[src/hw/rtl/upi_isqrt.sv]
`default_nettype none
// ----------------------------------------------------------------------------
// upi_isqrt: bit-pair integer square root
// One result bit per bit pair, 32 result bits for a 64-bit radicand; a start while busy restarts.
// ----------------------------------------------------------------------------
module upi_isqrt (
	input  wire logic        clk,
	input  wire logic        arst_n,
	input  wire logic        start,
	input  wire logic [63:0] value,
	output logic             done,
	output logic [31:0]      root
);

	logic [63:0] v_q, res_q, bit_q;
	logic        busy_q;
	logic [64:0] trial;

	always_comb trial = {1'b0, res_q} + {1'b0, bit_q};

	// Restoring root recurrence, one bit pair per cycle.
	always_ff @(posedge clk or negedge arst_n) begin
		if (!arst_n) begin
			busy_q <= 1'b0;
			done   <= 1'b0;
		end else begin
			done <= 1'b0;
			if (start) begin
				busy_q <= 1'b1;
				v_q    <= value;
				res_q  <= '0;
				bit_q  <= 64'h4000_0000_0000_0000;
			end else if (busy_q) begin
				if ({1'b0, v_q} >= trial) begin
					v_q   <= v_q - trial[63:0];
					res_q <= (res_q >> 1) + bit_q;
				end else begin
					res_q <= res_q >> 1;
				end
				bit_q <= bit_q >> 2;
				if (bit_q[0]) begin
					busy_q <= 1'b0;
					done   <= 1'b1;
				end
			end
		end
	end

	assign root = res_q[31:0];

endmodule
`default_nettype wire

[config.mk]
export PLATFORM = sky130hd
export DESIGN_NAME = upi_isqrt
export DESIGN_NICKNAME = d
export VERILOG_FILES = /design/src/hw/rtl/upi_isqrt.sv
export SDC_FILE = /design/constraint.sdc
export NUM_CORES = 1
export LEC_CHECK = 0
export BUFFER_PORTS_ARGS = -buffer_cell sky130_fd_sc_hd__buf_2
export CORE_MARGIN = 2
export CORE_UTILIZATION = 45
export CTS_CLUSTER_DIAMETER = 200
export DETAILED_ROUTE_END_ITERATION = 8
export SYNTH_ARGS = -nofsm -noshare
export SYNTH_HDL_FRONTEND = slang
export SYNTH_SLANG_ARGS = --single-unit
[constraint.sdc]
create_clock -name clk -period 15.4 [get_ports clk]
set_input_delay 2.31 -clock clk [delete_from_list [all_inputs] [get_ports clk]]
set_output_delay 2.31 -clock clk [all_outputs]
set_load 0.1 [all_outputs]
==> flow_summary.toml <==
[status]
status = "completed"

[synth]
yosysUniqueCellTypes = 92
synthTopCellsByArea = "edfxtp_1 (29%), ha_1 (12%), a21oi_1 (5.6%)"
async_flop_share = 0.01031
synth_top_area_frac = 0.2864
synth_ff_type = "edfxtp_1"
syn-num-nets = 2634
ys_ff_latch = 194
yosys_warnings = 0
synth_edf_count = 192
yosysTopAreaCell = "edfxtp_1"
synth_cells = 2373
avgSynthCellArea_um2 = 8.484
synth_area_mm2 = 0.02013
seq_area_frac_synth = 0.2889

[timing]
finalSetupTns_ns = 0
slew_viol_final = 0
rsz0062_at_grt = "false"
tightestPinTransition_ns = 1.060
period_minus_slack_ns = 7.115
slew_headroom = 0.2933
max_freq_ghz = 0.1405
period_share = 0.4620
finalHoldViolations = 0
setup_viol_count_final = 0
fin_skew_ns = 0.01144
fin_ws_ns = 8.285

[cts]
cts_setup_buffers = 0
ctsResizeCount = 0
root_buffer = "clkbuf_16"
cts_tree = "yes"
insertion_delay_ns = 0.51
clk_pin_slew_ns = 0.08
htree_num_levels = 4
cts_buffer_depth = 2
cts_inserted_buffers = 17
holdBufCountCts = 0
cts_sinks = 194

[global_routing]
antenna_found_initial = 1
grt_overflow = 0
grt_max_degree = 90
grt_pass1_wl_um = 96600
grt_pass1_vias = 16860
grtUsageTotal = 0.2653

[place]
dp_hpwl_um = 47310
pre_cts_ws_ns = 8.437
placed_cell_area_mm2 = 0.02075
io_buffer_count = 99
routabilityCongestion = 0.9323

[final_layout]
final_core_util = 0.4822
fill_cells = 4283
drive_gt1_frac = 0.07813
seqCellArea_mm2 = 0.005819
areaGrowthSynthToFinish_pct = 5.910
multi_input_area_mm2 = 0.01339
design_area_mm2 = 0.02132
final_nets = 2616

[worst_setup_path]
reg2reg_slack_ns = 8.28
reg2reg_from = "bit_q[0]"
critPathLaunch = "bit_q[0]"
rr_worst_depth = 25
critPathMaxFanout = 57
critPathRequiredTime_ns = 15.71
crit_type = "reg -> reg"
worstPathArrival_ns = 7.43
crit_end = "res_q[28]"
worstSetupEndpointType = "flip-flop"
r2r_end = "res_q[28]"
startpoint_type = "flip-flop"

[pwr]
p_total_mw = 3.632
p_per_area_mw_per_mm2 = 170.3
vdd_drop_max_mv = 0.09042
p_leak_nw = 8.989

[worst_hold_path]
hold_path_class = "reg -> reg"

[floorplanning]
start_util = 0.4553
rows = 77
die_height_um = 215.5
coreArea_mm2 = 0.04422
die_width_um = 215.5
io_pins = 100
die_area_mm2 = 0.04645

[detailed_routing]
vias_per_cell = 6.091
drt_iter0_drc = 1733
num_vias = 18030
drcViolationCount = 0
wirelength_um = 61620
ant_nets = 0
wire_per_inst_um = 20.81
drtPass1Iterations = 5

[job]
drv_cap = 0
[metrics by stage]
stage                     hold slack (ns)  cells
after floorplan                    0.5021   2373
after global placement             0.5396   2928
after detailed placement           0.5709   2928
after CTS                          0.5703   2960
after global routing               0.6313   2960
final                              0.5823   2961
[final cells by class]
cell class / count / share of cell area
multi-input cells: 1976 / 0.6281
inverters: 58 / 0.01021
diodes: 1 / 0.0001174
flip-flops and latches: 194 / 0.2729
clock buffers: 17 / 0.01995
repair buffers: 108 / 0.02699
clock inverters: 15 / 0.006983
well taps: 592 / 0.03474
[metal layers]
metal	GRT usage	vias to the layer above	wire (µm)
met4	0.09471	0	1803
li1	-	8784	-
met2	0.3715	568	25130
met5	0	-	0
met1	0.4031	8611	30710
met3	0.04792	71	3972
[state kept, by name (all words and copies together), names as in the netlist]
signal  cells
bit_q      64
res_q      64
v_q        64
busy_q      1
done        1
[how the worst min path moves through the flow]
stage,end,start,cells past startpoint
finish,busy_q,bit_q[0],1
global route,busy_q,bit_q[0],1
CTS,busy_q,bit_q[0],1
detailed placement,busy_q,bit_q[0],1
global placement,busy_q,bit_q[0],1
floorplan,busy_q,bit_q[0],1
[cells by family after synthesis]
logic type / count (synthesis) / synth area share
DFF: 194 / 0.2889
adders and majority gates: 194 / 0.1217
and+or+nand+nor: 718 / 0.1618
AOI/OAI and AO/OA: 788 / 0.2547
xor gates and xnor gates: 180 / 0.07830
buffers and inverters: 203 / 0.04655
muxes: 96 / 0.04804
[report_power, final]
group          internal, mW  total [mW]  switching (mW)  leakage (nW)
Combinational         0.876        2.34            1.46          6.77
Sequential            0.730       0.826          0.0962          1.94
Clock                 0.227       0.468           0.241         0.282
[critical path: stages (launching register included)]
cell      delay (ns)
edfxtp_1        0.47
ha_1            0.25
inv_1           0.07
fa_1            0.20
nor2b_1         0.07
o2111a_1        0.24
nor3_1          0.34
nor2_1          0.14
a211o_1         0.35
a21oi_1         0.33
a31o_2          0.24
o21ai_1         0.10
a221o_1         0.35
a221oi_1        0.35
xor2_1          0.17
ha_1            0.44
nand4_1         0.13
nor2_1          0.15
nand2_1         0.08
a211oi_2        0.25
nor3_2          0.11
o31ai_4         0.36
and2_2          0.34
buf_4           0.71
o311ai_1        0.21
a311oi_1        0.32
[synthesized netlist by cell type (all sizes together) (7+ instances only)]
| cell | number |
|---|---|
| nand4 | 39 |
| o21ai | 181 |
| and4 | 11 |
| nand2b | 22 |
| edfxtp | 192 |
| nand3 | 38 |
| and2 | 10 |
| xor2 | 68 |
| xnor2 | 112 |
| a31oi | 28 |
| nand2 | 268 |
| o31ai | 14 |
| clkbuf | 88 |
| a21boi | 10 |
| buf | 57 |
| nor2 | 220 |
| a41oi | 7 |
| mux2i | 91 |
| a31o | 8 |
| a21oi | 228 |
| a211oi | 46 |
| a21o | 89 |
| and3 | 20 |
| nor3 | 34 |
| nor2b | 26 |
| ha | 191 |
| o21a | 28 |
| o211ai | 16 |
| a311oi | 33 |
| inv | 58 |
| o21bai | 34 |
[placed cells by master (no fill, tap or decap), types with 7 or more instances in the layout]
cell and count:
nand2_1 266, a21oi_1 227, nor2_1 220, edfxtp_1 192
ha_1 191, o21ai_0 174, xnor2_1 112, buf_2 97
mux2i_1 91, a21o_1 89, xor2_1 68, inv_1 58
a211oi_1 45, nand4_1 39, nand3_1 37, o21bai_1 34
nor3_1 33, a311oi_1 30, o21a_1 28, nor2b_1 26
a31oi_1 26, nand2b_1 22, and3_1 20, clkbuf_16 17
o211ai_1 16, o31ai_1 12, and4_1 11, a21boi_0 9
buf_4 9, and2_1 8, a31o_2 8, a41oi_1 7
No activity file was read; power rests on OpenSTA's default activity.
