[config.mk]
export PLATFORM = sky130hd
export DESIGN_NAME = upi_mul
export DESIGN_NICKNAME = d
export VERILOG_FILES = /design/src/hw/rtl/upi_pkg.sv /design/src/hw/rtl/upi_mul.sv
export SDC_FILE = /design/constraint.sdc
export NUM_CORES = 2
export LEC_CHECK = 0
export ABC_AREA = 1
export BUFFER_PORTS_ARGS = -buffer_cell sky130_fd_sc_hd__buf_2
export CAP_MARGIN = 30
export CORE_MARGIN = 2
export CORE_UTILIZATION = 45
export DETAILED_ROUTE_END_ITERATION = 12
export PLACE_DENSITY = 0.6
export SYNTH_ARGS = -nofsm -noshare
export SYNTH_HDL_FRONTEND = slang
export SYNTH_SLANG_ARGS = --single-unit
[constraint.sdc]
create_clock -name clk -period 23 [get_ports clk]
set_input_delay 1.15 -clock clk [delete_from_list [all_inputs] [get_ports clk]]
set_output_delay 1.15 -clock clk [all_outputs]
set_load 0.005 [all_outputs]
[src/hw/rtl/upi_pkg.sv]
`default_nettype none
// ----------------------------------------------------------------------------
// upi_pkg: shared types and constants of the unicycle pose integrator
// CORDIC table, register indexes, the multiplier opcode set and request type.
// ----------------------------------------------------------------------------
package upi_pkg;

	localparam int CordicIters = 16;

	// Register indexes of the configuration port.
	typedef enum logic [2:0] {
		REG_GOAL_A   = 3'd0,
		REG_GOAL_B   = 3'd1,
		REG_GOAL_C   = 3'd2,
		REG_OBST_C   = 3'd3,
		REG_OBST_R   = 3'd4,
		REG_GOAL_R   = 3'd5,
		REG_STEP     = 3'd6,
		REG_NONE     = 3'd7
	} reg_idx_t;

	// Operations of the shared multiplier unit.
	typedef enum logic [1:0] {
		MUL_A_B  = 2'd0,
		MUL_ACC  = 2'd1,
		MUL_SQ   = 2'd2,
		MUL_IDLE = 2'd3
	} mul_op_t;

	// Request from the sequencer to the multiplier.
	typedef struct packed {
		logic          start;
		logic signed [33:0] a;
		logic signed [33:0] b;
		logic          acc;
	} mul_req_t;

	// Arctangent table in Q0.32 turns, scaled to 2^32 per turn.
	function automatic logic [31:0] atan_lut(input logic [3:0] i);
		logic [31:0] r;
		begin
			case (i)
				4'd0:  r = 32'h20000000;
				4'd1:  r = 32'h12E4051E;
				4'd2:  r = 32'h09FB385B;
				4'd3:  r = 32'h051111D4;
				4'd4:  r = 32'h028B0D43;
				4'd5:  r = 32'h0145D7E1;
				4'd6:  r = 32'h00A2F61E;
				4'd7:  r = 32'h00517C55;
				4'd8:  r = 32'h0028BE53;
				4'd9:  r = 32'h00145F2F;
				4'd10: r = 32'h000A2F98;
				4'd11: r = 32'h000517CC;
				4'd12: r = 32'h00028BE6;
				4'd13: r = 32'h000145F3;
				4'd14: r = 32'h0000A2FA;
				default: r = 32'h0000517D;
			endcase
			return r;
		end
	endfunction

endpackage
`default_nettype wire

[src/hw/rtl/upi_mul.sv]
`default_nettype none
// ----------------------------------------------------------------------------
// upi_mul: shared registered multiplier
// One signed 34 x 34 product per request, with optional accumulate.
// ----------------------------------------------------------------------------
module upi_mul (
	input  wire logic              clk,
	input  wire upi_pkg::mul_req_t req,
	output logic signed [67:0]     prod_q,
	output logic signed [67:0]     acc_q
);

	logic signed [67:0] p;

	always_comb p = req.a * req.b;

	// Product register, and a running sum for squared distances.
	always_ff @(posedge clk) begin
		if (req.start) begin
			prod_q <= p;
			acc_q  <= req.acc ? acc_q + p : p;
		end
	end

endmodule
`default_nettype wire

==> metrics.txt <==
status=completed; post-DR vias/cell=5.05; most used routing layer=met2; critical path class=in -> reg; RSZ-0062 raised after global routing=false; share of layout cells above drive strength 1=4.91%; WL/cell=20.0 um; # port buffers=206; worst r2r path cells=12; CTS root buf=clkbuf_16; Buf/Inv on CP=8; CTS tree=done; Worst setup SP type=input port; worst flop-to-flop path endpoint=acc_q[59]$_DFFE_PP_; worst hold path class=reg -> reg; postcts setup bufs=0; # setup viols final=0; number of distinct library cells after synthesis=42; met3 Use GR=4.05%; worst slew pin tran=1.00 ns; Worst Setup End Kind=flip-flop; worst reg2reg setup slack=19.49 ns; Crit-path slowest cell=buf_2; Core Rows=127; max_slew headroom=33.3%; largest net degree at the start of global routing=88; min setup slack post-route=11.81 ns; WP data arrival=11.40 ns; Slew Viols, Final=0; Post-Syn Instances=6992; GR Overflow Total=0; DR DRC count=0; Worst Setup EP=acc_q[65]$_DFFE_PP_; Initial Util=45.2%; fillcell total=12.0k; initial antenna violation count=13; crit share post-route=48.7%; num ports=207; htree depth=4; DRT antenna net count=0; Resized cells post-CTS=0; number of DRC markers in iteration 0=3310; final setup TNS=0 ns; Die X=351 um; Max stage delay on crit path=0.64 ns; #FFs+latches synth=136; Sink Count=136; sequential share of the synthesized area=7.55%; via count=43.5k; global-route wire length before repair=272000 um; Final Hold Vio Count=0; die span in y=351 um; Yosys warning total=0; CTS Buf Count=17; met1 Track Usage GR=40.0%; area delta synth->final=5.49%; Clock Latency Late Sink=0.46 ns; DPL Wire Length=146000 um; met2 Usage GRT=48.9%; core region area=0.120 mm^2; DR pass1 iterations=6; FMAX=0.0894 GHz; CP top delay family=adder cells; Reg clk slew, reported paths=0.07 ns; most frequent CP cell=nand2_1; syn_area_per_cell=7.74 um^2; asr flop ratio synth=0%; cts hold-fix bufs=0; pre-CTS setup slack=11.43 ns; Routed Wire Length=172000 um; crit path launch=req[8]; clk_skew=0.0192 ns; top_reg_cell synth=edfxtp_1; Mapped Area=0.0541 mm^2; CP required=23.21 ns; GRT Overall Usage=29.2%; CP Depth=38; # nets final=8562; Mapped Nets=8579; max cap viols=0; number of flops mapped to enable cells by yosys=136; reg-to-reg critical path startpoint=acc_q[10]$_DFFE_PP_; via count of the first global-routing pass=46.1k; minimum clock period=11.19 ns; CTS max path bufs=2; final hold slack=0.702 ns; Placer Congestion=0.992; crit path max fanout=34; die area=0.123 mm^2
cells by family after synthesis:
group                    share of synthesized area, %
adder cells (fa/ha/maj)                          52.3
flip-flops                                       7.55
XOR/XNOR                                         1.11
AO/OA/AOI/OAI                                    3.88
buffers and inverters                            16.6
AND/OR/NAND/NOR                                  18.6
synth_stat cells, types with 7 or more instances:
library cell | number | share of area [%]
and2_1 | 22 | 0.25
edfxtp_1 | 136 | 7.5
fa_1 | 1242 | 46
nand3b_1 | 33 | 0.46
inv_1 | 2095 | 15
a21o_1 | 13 | 0.18
nor2_2 | 12 | 0.14
nand2_1 | 1876 | 13
o21a_1 | 7 | 0.097
o21bai_1 | 38 | 0.53
ha_1 | 274 | 6.3
nand4_1 | 20 | 0.23
xor2_1 | 45 | 0.73
nand3_1 | 165 | 1.5
nand2_2 | 7 | 0.081
nor3_1 | 19 | 0.18
or2_2 | 17 | 0.20
xnor2_1 | 22 | 0.36
clkbuf_1 | 279 | 1.9
a21oi_1 | 193 | 1.8
nor4_1 | 13 | 0.15
nor2_1 | 293 | 2.0
o21ai_0 | 116 | 1.1
layer usage:
metal  share of wire (%)  up-vias
met5               0.020        -
li1                    -    19700
met1                  43    22000
met4                 2.7        6
met2                  48     1446
met3                 6.6      238
cells in the final DEF, fill, tap and decap left out, types with 6 or more instances in the layout:
cell type / Yosys / final
nor2_2: 12 / 12
a21o_1: 13 / 13
o21a_1: 7 / 7
or2_2: 17 / 17
and2_1: 22 / 22
inv_1: 2095 / 2095
nand2_2: 7 / 7
xor2_1: 45 / 45
clkbuf_16: 0 / 18
nor4_1: 13 / 13
buf_4: 0 / 43
o21ai_0: 116 / 116
edfxtp_1: 136 / 136
nor3_1: 19 / 19
o21bai_1: 38 / 38
fa_1: 1242 / 1242
nand4_1: 20 / 20
a21oi_1: 193 / 193
nand3_1: 165 / 165
nor2_1: 293 / 293
nand2_1: 1876 / 1876
buf_2: 4 / 205
nand3_2: 6 / 6
ha_1: 274 / 274
xnor2_1: 22 / 22
inv_2: 5 / 6
nand3b_1: 33 / 33
worst min-delay path by stage:
stage                       startpoint                 end  slack (ns)  depth (start not counted)
finish              acc_q[0]$_DFFE_PP_  acc_q[0]$_DFFE_PP_        0.70                          3
global route        acc_q[0]$_DFFE_PP_  acc_q[0]$_DFFE_PP_        0.76                          3
CTS                 acc_q[0]$_DFFE_PP_  acc_q[0]$_DFFE_PP_        0.70                          3
detailed placement  acc_q[0]$_DFFE_PP_  acc_q[0]$_DFFE_PP_        0.68                          3
global placement    acc_q[0]$_DFFE_PP_  acc_q[0]$_DFFE_PP_        0.66                          3
floorplan           acc_q[0]$_DFFE_PP_  acc_q[0]$_DFFE_PP_        0.67                          3
state kept, by name (all words and copies together) (netlist names):
register,cells
prod_q,68
acc_q,68
cell type report:
type	instances	area, um^2	share of cell area, %
Clock buffer	17	425	0.745
Antenna cell	3	7.51	0.0132
Multi-Input combinational cell	4467	41100	71.9
Sequential cell	136	4080	7.15
Timing Repair Buffer	252	1440	2.52
Clock inverter	15	165	0.289
Inverter	2101	7890	13.8
Tap cell	1612	2020	3.53
tightest hold or removal path: cells and delay by family (launching register included):
| family | cells | cell delay (ns) |
|---|---|---|
| flops | 1 | 0.35 |
| fa+ha+maj | 1 | 0.14 |
| compound gates | 1 | 0.06 |
| simple gates | 1 | 0.04 |
metrics by stage:
stage                     instances  utilization, %  area, um^2
after floorplan                6992               -       54100
after global placement         8564            47.1       56400
after detailed placement       8566            47.2       56400
after CTS                      8598            47.7       57000
after global routing           8601            47.7       57100
final                          8603            47.7       57100
Power is left out: the tool's default activity adds up to more than one toggle a clock period on the data nets, which glitch-free logic cannot reach.
