--- src/hw/rtl/upi_pkg.sv ---
`default_nettype none
// ----------------------------------------------------------------------------
// upi_pkg: shared types and constants of the unicycle pose integrator
// CORDIC table, register indexes, the multiplier opcode set and request type.
// ----------------------------------------------------------------------------
package upi_pkg;

	localparam int CordicIters = 16;

	// Register indexes of the configuration port.
	typedef enum logic [2:0] {
		REG_GOAL_A   = 3'd0,
		REG_GOAL_B   = 3'd1,
		REG_GOAL_C   = 3'd2,
		REG_OBST_C   = 3'd3,
		REG_OBST_R   = 3'd4,
		REG_GOAL_R   = 3'd5,
		REG_STEP     = 3'd6,
		REG_NONE     = 3'd7
	} reg_idx_t;

	// Operations of the shared multiplier unit.
	typedef enum logic [1:0] {
		MUL_A_B  = 2'd0,
		MUL_ACC  = 2'd1,
		MUL_SQ   = 2'd2,
		MUL_IDLE = 2'd3
	} mul_op_t;

	// Request from the sequencer to the multiplier.
	typedef struct packed {
		logic          start;
		logic signed [33:0] a;
		logic signed [33:0] b;
		logic          acc;
	} mul_req_t;

	// Arctangent table in Q0.32 turns, scaled to 2^32 per turn.
	function automatic logic [31:0] atan_lut(input logic [3:0] i);
		logic [31:0] r;
		begin
			case (i)
				4'd0:  r = 32'h20000000;
				4'd1:  r = 32'h12E4051E;
				4'd2:  r = 32'h09FB385B;
				4'd3:  r = 32'h051111D4;
				4'd4:  r = 32'h028B0D43;
				4'd5:  r = 32'h0145D7E1;
				4'd6:  r = 32'h00A2F61E;
				4'd7:  r = 32'h00517C55;
				4'd8:  r = 32'h0028BE53;
				4'd9:  r = 32'h00145F2F;
				4'd10: r = 32'h000A2F98;
				4'd11: r = 32'h000517CC;
				4'd12: r = 32'h00028BE6;
				4'd13: r = 32'h000145F3;
				4'd14: r = 32'h0000A2FA;
				default: r = 32'h0000517D;
			endcase
			return r;
		end
	endfunction

endpackage
`default_nettype wire

--- src/hw/rtl/upi_cordic.sv ---
`default_nettype none
// ----------------------------------------------------------------------------
// upi_cordic: iterative CORDIC rotation
// One shift-add rotation per cycle, sixteen rotations for cosine and sine.
// ----------------------------------------------------------------------------
module upi_cordic (
	input  wire logic               clk,
	input  wire logic               arst_n,
	input  wire logic               start,
	input  wire logic [15:0]        heading,
	output logic                    done,
	output logic signed [31:0]      cos_o,
	output logic signed [31:0]      sin_o
);

	logic signed [33:0] x_q, y_q, z_q;
	logic               flip_q, busy_q;
	logic [3:0]         it_q;
	logic signed [33:0] z0, xs, ys, at;

	// Start angle, arctangent step and shifted terms of the rotation.
	always_comb begin
		z0 = 34'(signed'({heading, 16'h0000}));
		at = 34'(signed'({2'b00, upi_pkg::atan_lut(it_q)}));
		xs = x_q >>> it_q;
		ys = y_q >>> it_q;
	end

	// Start angle folding and rotation loop.
	always_ff @(posedge clk or negedge arst_n) begin
		if (!arst_n) begin
			busy_q <= 1'b0;
			done   <= 1'b0;
			it_q   <= '0;
		end else begin
			done <= 1'b0;
			if (start) begin
				busy_q <= 1'b1;
				it_q   <= '0;
				x_q    <= 34'sh26DD3B6A;
				y_q    <= '0;
				if (z0 > 34'sh40000000) begin
					z_q <= z0 - 34'sh80000000;
					flip_q <= 1'b1;
				end else if (z0 < -34'sh40000000) begin
					z_q <= z0 + 34'sh80000000;
					flip_q <= 1'b1;
				end else begin
					z_q <= z0;
					flip_q <= 1'b0;
				end
			end else if (busy_q) begin
				if (!z_q[33]) begin
					x_q <= x_q - ys; y_q <= y_q + xs; z_q <= z_q - at;
				end else begin
					x_q <= x_q + ys; y_q <= y_q - xs; z_q <= z_q + at;
				end
				it_q <= it_q + 4'd1;
				if (it_q == 4'(upi_pkg::CordicIters - 1)) begin
					busy_q <= 1'b0;
					done   <= 1'b1;
				end
			end
		end
	end

	assign cos_o = flip_q ? -x_q[31:0] : x_q[31:0];
	assign sin_o = flip_q ? -y_q[31:0] : y_q[31:0];

endmodule
`default_nettype wire

--- config.mk ---
export PLATFORM = sky130hd
export DESIGN_NAME = upi_cordic
export DESIGN_NICKNAME = d
export VERILOG_FILES = /design/src/hw/rtl/upi_pkg.sv /design/src/hw/rtl/upi_cordic.sv
export SDC_FILE = /design/constraint.sdc
export NUM_CORES = 1
export LEC_CHECK = 0
export BUFFER_PORTS_ARGS = -buffer_cell sky130_fd_sc_hd__buf_2
export CORE_MARGIN = 3
export CORE_UTILIZATION = 59
export CTS_CLUSTER_SIZE = 25
export DETAILED_ROUTE_END_ITERATION = 7
export PLACE_DENSITY = 0.8
export SYNTH_ARGS = -nofsm -noshare
export SYNTH_HDL_FRONTEND = slang
export SYNTH_SLANG_ARGS = --single-unit
--- constraint.sdc ---
create_clock -name clk -period 5.9 [get_ports clk]
set_input_delay 0.59 -clock clk [delete_from_list [all_inputs] [get_ports clk]]
set_output_delay 0.59 -clock clk [all_outputs]
set_load 0.01 [all_outputs]
==> results list <==
* Count of hold buffers inserted by post-cts repair: 0
- Portion of the post-synthesis area used by sequential elements: 0.183
* Most common cell after layout, fill and taps aside: sky130_fd_sc_hd__buf_4
- CTS sink count: 109
* Total vias in the final route: around 18000
- In the routed design, unresolved DRC markers number 0.
- Clock latency on the worst-skew pair: just under 400 ps
- Fmax: ~170 MHz
- In the global route stage, met1 resource usage came out at 0.438.
- Post-detailed-routing wire length: between 60000 and 70000 microns
- In the final layout, the share of cells above drive strength 1 is 0.222.
* Via density per instance: between 6 and 7
- Setup WS post-layout: -31.6 ps
* Number of cells in the design after placement: around 2700
* Most utilized layer in the global route result: met2
- Met3 Usage GRT: 0.0633
* Largest fanout on the critical path: 8
* Reg2Reg Launch Point: it_q[0]
- Maximum number of pins on one net before global-route repair: 98
* YS warnings: 0
* Final number of max-transition violations: 0
- Number of enable flip-flop cells after synthesis: slightly above 100
- Clock-pin slew was measured on the worst setup and hold paths at around 100 ps.
* Leading cell types in the layout, fill and taps excluded: 260 x sky130_fd_sc_hd__buf_4, 189 x sky130_fd_sc_hd__nor2_1, 187 x sky130_fd_sc_hd__nand2_1, 172 x sky130_fd_sc_hd__a21oi_1, 152 x sky130_fd_sc_hd__xnor2_1
- In this run the tool buffered the top-level ports with 83 buffer cells.
- Violated checks: negative setup slack
* Via count of the first global-routing pass: 17600
- Required time of the worst setup path: around 6000 ps
- Routed Antenna Nets: 0
- The core region is around 0.029 sq mm.
- The analysis attributes to cell leakage a power of about 8.6 nW.
- The tightest hold path in the finished design has a slack of 121 ps.
- Before CTS, the worst setup slack after placement is -252 ps.
* Effective utilization at floorplan: 0.609
- The initialized floorplan defines 62 standard-cell rows.
- Global-route wire length before repair: roughly 94000 microns
* Ratio of final minimum period to clock period: 1.01
* TritonRoute pass-1 iters: 6
- Non-filler cells, final: between 2000 and 3000
* Initial DRC count: 1959
- Placer congestion estimate: about 1
- The initial antenna violation count is 2.
- Final Hold Fails: 0
* Final setup vio count: 1
- Buffer cell driving the clock tree root: sky130_fd_sc_hd__clkbuf_16
* Pwr Density: ~700 mW/mm^2
- Grt met2 use: 0.607
- The H-tree was split into 3 levels.
- Outcome: complete, but fails checks
* Total global routing overflow: 0
* Clock buffer depth: 2
* Non-Filler Cell Area, Final: between 0.02 and 0.025 sq mm
- In the synthesized netlist the async set-or-reset flop fraction comes to 0.0550.
* Register bit total from synthesis: 109
* Crit path launch: it_q[0]
- The netlist uses roughly 100 different library cells.
- Floorplan die area: about 0.032 sq mm
- Counting every instance in the synthesized netlist gives between 2000 and 2500.
- Headroom to the max-slew limit: 0.281
- At the pin with the least slew margin, the transition time is between 1000 and 1500 ps.
- Post-Route Skew: roughly 21 ps
- Class of the worst hold path: in -> async
- Most common flop cell mapped by yosys: sky130_fd_sc_hd__edfxtp_1
- Setup repair after global routing could not meet its margin everywhere.
* Number of top-level design ports: between 80 and 90
- Num CTS Buffers: 9
* Startpoint Class: flop
- The number of nets in the synthesized netlist is around 2200.
* Dpl hpwl: around 45000 microns
- Die span in y: approximately 180 microns
- The critical path is of the reg -> reg type.
- Area Overhead vs Synth: 14.9%
- TNS Setup: -31.6 ps
- A synthesized cell averages about 8.4 sq um.
- Data on the critical path arrives at its endpoint at approximately 6100 ps.
- Min Tclk post-route: just under 6000 ps
- Layout Nets: around 2400
* Detailed-route wire length per cell: 22.7 microns
- Total standard cell area after synthesis: approximately 0.018 sq mm
- In this run the cell area measured after placement is just under 0.02 sq mm.
* Overall Global Routing Usage: 0.358
* Highest ir drop seen on vdd: roughly 0.00064 V
- Critical path endpoint category: flop
- Die W: 179 microns
- Max-capacitance violation count: 0
* Clock tree from TritonCTS: yes
[registers in the layout, summed over array words and instances, names as in the netlist]
register / cells
busy_q: 1
done: 1
flip_q: 1
it_q: 4
x_q: 34
y_q: 34
z_q: 34
[per-layer routing]
metal,up-vias,wire length (microns)
met2,1017,28700
met5,-,0
met1,8686,23300
met3,260,5220
li1,8294,-
met4,0,3790
[synth_stat cells, types with 7 or more instances]
cell | count | area share
sky130_fd_sc_hd__a211o_1 | 22 | 0.011
sky130_fd_sc_hd__a211oi_1 | 16 | 0.0068
sky130_fd_sc_hd__a21boi_0 | 11 | 0.0047
sky130_fd_sc_hd__a21o_1 | 44 | 0.019
sky130_fd_sc_hd__a21oi_1 | 180 | 0.051
sky130_fd_sc_hd__a221oi_1 | 8 | 0.0039
sky130_fd_sc_hd__a22oi_1 | 10 | 0.0042
sky130_fd_sc_hd__a31oi_1 | 36 | 0.013
sky130_fd_sc_hd__and2_1 | 13 | 0.0046
sky130_fd_sc_hd__and3_1 | 28 | 0.0099
sky130_fd_sc_hd__and4_1 | 7 | 0.0035
sky130_fd_sc_hd__buf_1 | 25 | 0.0053
sky130_fd_sc_hd__buf_2 | 20 | 0.0056
sky130_fd_sc_hd__buf_4 | 7 | 0.0030
sky130_fd_sc_hd__clkbuf_1 | 96 | 0.020
sky130_fd_sc_hd__edfxtp_1 | 103 | 0.17
sky130_fd_sc_hd__ha_1 | 114 | 0.080
sky130_fd_sc_hd__inv_1 | 56 | 0.012
sky130_fd_sc_hd__mux2_2 | 19 | 0.012
sky130_fd_sc_hd__mux2i_1 | 70 | 0.039
sky130_fd_sc_hd__mux4_1 | 32 | 0.047
sky130_fd_sc_hd__mux4_2 | 52 | 0.066
sky130_fd_sc_hd__nand2_1 | 191 | 0.040
sky130_fd_sc_hd__nand2b_1 | 19 | 0.0067
sky130_fd_sc_hd__nand3_1 | 39 | 0.011
sky130_fd_sc_hd__nand4_1 | 15 | 0.0053
sky130_fd_sc_hd__nor2_1 | 191 | 0.040
sky130_fd_sc_hd__nor2b_1 | 28 | 0.0099
sky130_fd_sc_hd__nor3_1 | 45 | 0.013
sky130_fd_sc_hd__nor4_1 | 12 | 0.0042
sky130_fd_sc_hd__o211ai_1 | 12 | 0.0051
sky130_fd_sc_hd__o21a_1 | 27 | 0.011
sky130_fd_sc_hd__o21ai_0 | 118 | 0.033
sky130_fd_sc_hd__o21bai_1 | 13 | 0.0055
sky130_fd_sc_hd__o22ai_1 | 11 | 0.0039
sky130_fd_sc_hd__o31ai_1 | 25 | 0.011
sky130_fd_sc_hd__or3_1 | 18 | 0.0063
sky130_fd_sc_hd__or4_1 | 20 | 0.0085
sky130_fd_sc_hd__xnor2_1 | 153 | 0.075
sky130_fd_sc_hd__xor2_1 | 68 | 0.034
[worst max-delay path, cell delays in order, from the launching register on]
cell                       delay, ps
sky130_fd_sc_hd__dfrtp_4         470
sky130_fd_sc_hd__buf_12          140
sky130_fd_sc_hd__buf_8           130
sky130_fd_sc_hd__mux4_2          540
sky130_fd_sc_hd__buf_4           160
sky130_fd_sc_hd__mux2_2          290
sky130_fd_sc_hd__mux2_2          280
sky130_fd_sc_hd__a211oi_2        220
sky130_fd_sc_hd__nand4_1         180
sky130_fd_sc_hd__or2_4           310
sky130_fd_sc_hd__nor3_4          220
sky130_fd_sc_hd__a21oi_2          80
sky130_fd_sc_hd__xnor2_1         190
sky130_fd_sc_hd__ha_1            420
sky130_fd_sc_hd__buf_4           150
sky130_fd_sc_hd__nand2_2          40
sky130_fd_sc_hd__or3_1           360
sky130_fd_sc_hd__a31oi_1         320
sky130_fd_sc_hd__o211ai_1        190
sky130_fd_sc_hd__a31oi_2         240
sky130_fd_sc_hd__o31ai_2         110
sky130_fd_sc_hd__and4_1          200
sky130_fd_sc_hd__a221oi_1        270
sky130_fd_sc_hd__nand4b_1        130
[where the power goes]
group          internal, W  switching, W
clock             0.000307      0.000358
sequential         0.00140      0.000467
combinational      0.00539       0.00628
total              0.00710       0.00711
[through the flow]
step,utilization,power (W)
floorplan,-,0.00935
global placement,0.677,0.0126
detailed placement,0.677,0.0129
CTS,0.688,0.0136
global route,0.699,0.0153
finish,0.699,0.0142
[timing repair]
item,4_1_cts,5_1_grt
resized for setup,5,52
cloned,0,1
pin swaps,0,29
setup endpoints to repair,4,20
buffers inserted,1,21
[path summary, 6_finish.rpt]
path,endpoint,slack (ps),cells past startpoint
setup / recovery,x_q[33],-30,23
hold reg to reg,z_q[0],680,2
setup reg to reg,x_q[33],-30,23
hold / removal,it_q[3],120,1
max in group asynchronous,it_q[2],4440,2
min in group clk,z_q[26],500,3
[cells by family after synthesis]
logic type                 after synthesis  synth area share
adders and majority gates              117            0.0837
DFF                                    109             0.183
muxes                                  177             0.168
xor gates and xnor gates               221             0.109
AOI/OAI and AO/OA                      602             0.218
buffers and inverters                  227            0.0615
and+or+nand+nor                        652             0.176
[area by class of cell]
type	count	area, sq um
diodes	1	2.50
clock buffers	10	239
clock inverters	6	52.6
fillers	2398	8770
inverters	60	225
multi-input cells	1769	13600
flip-flops and latches	109	3260
well taps	384	480
repair buffers	352	2550
Power figures use the tool's default switching activity.
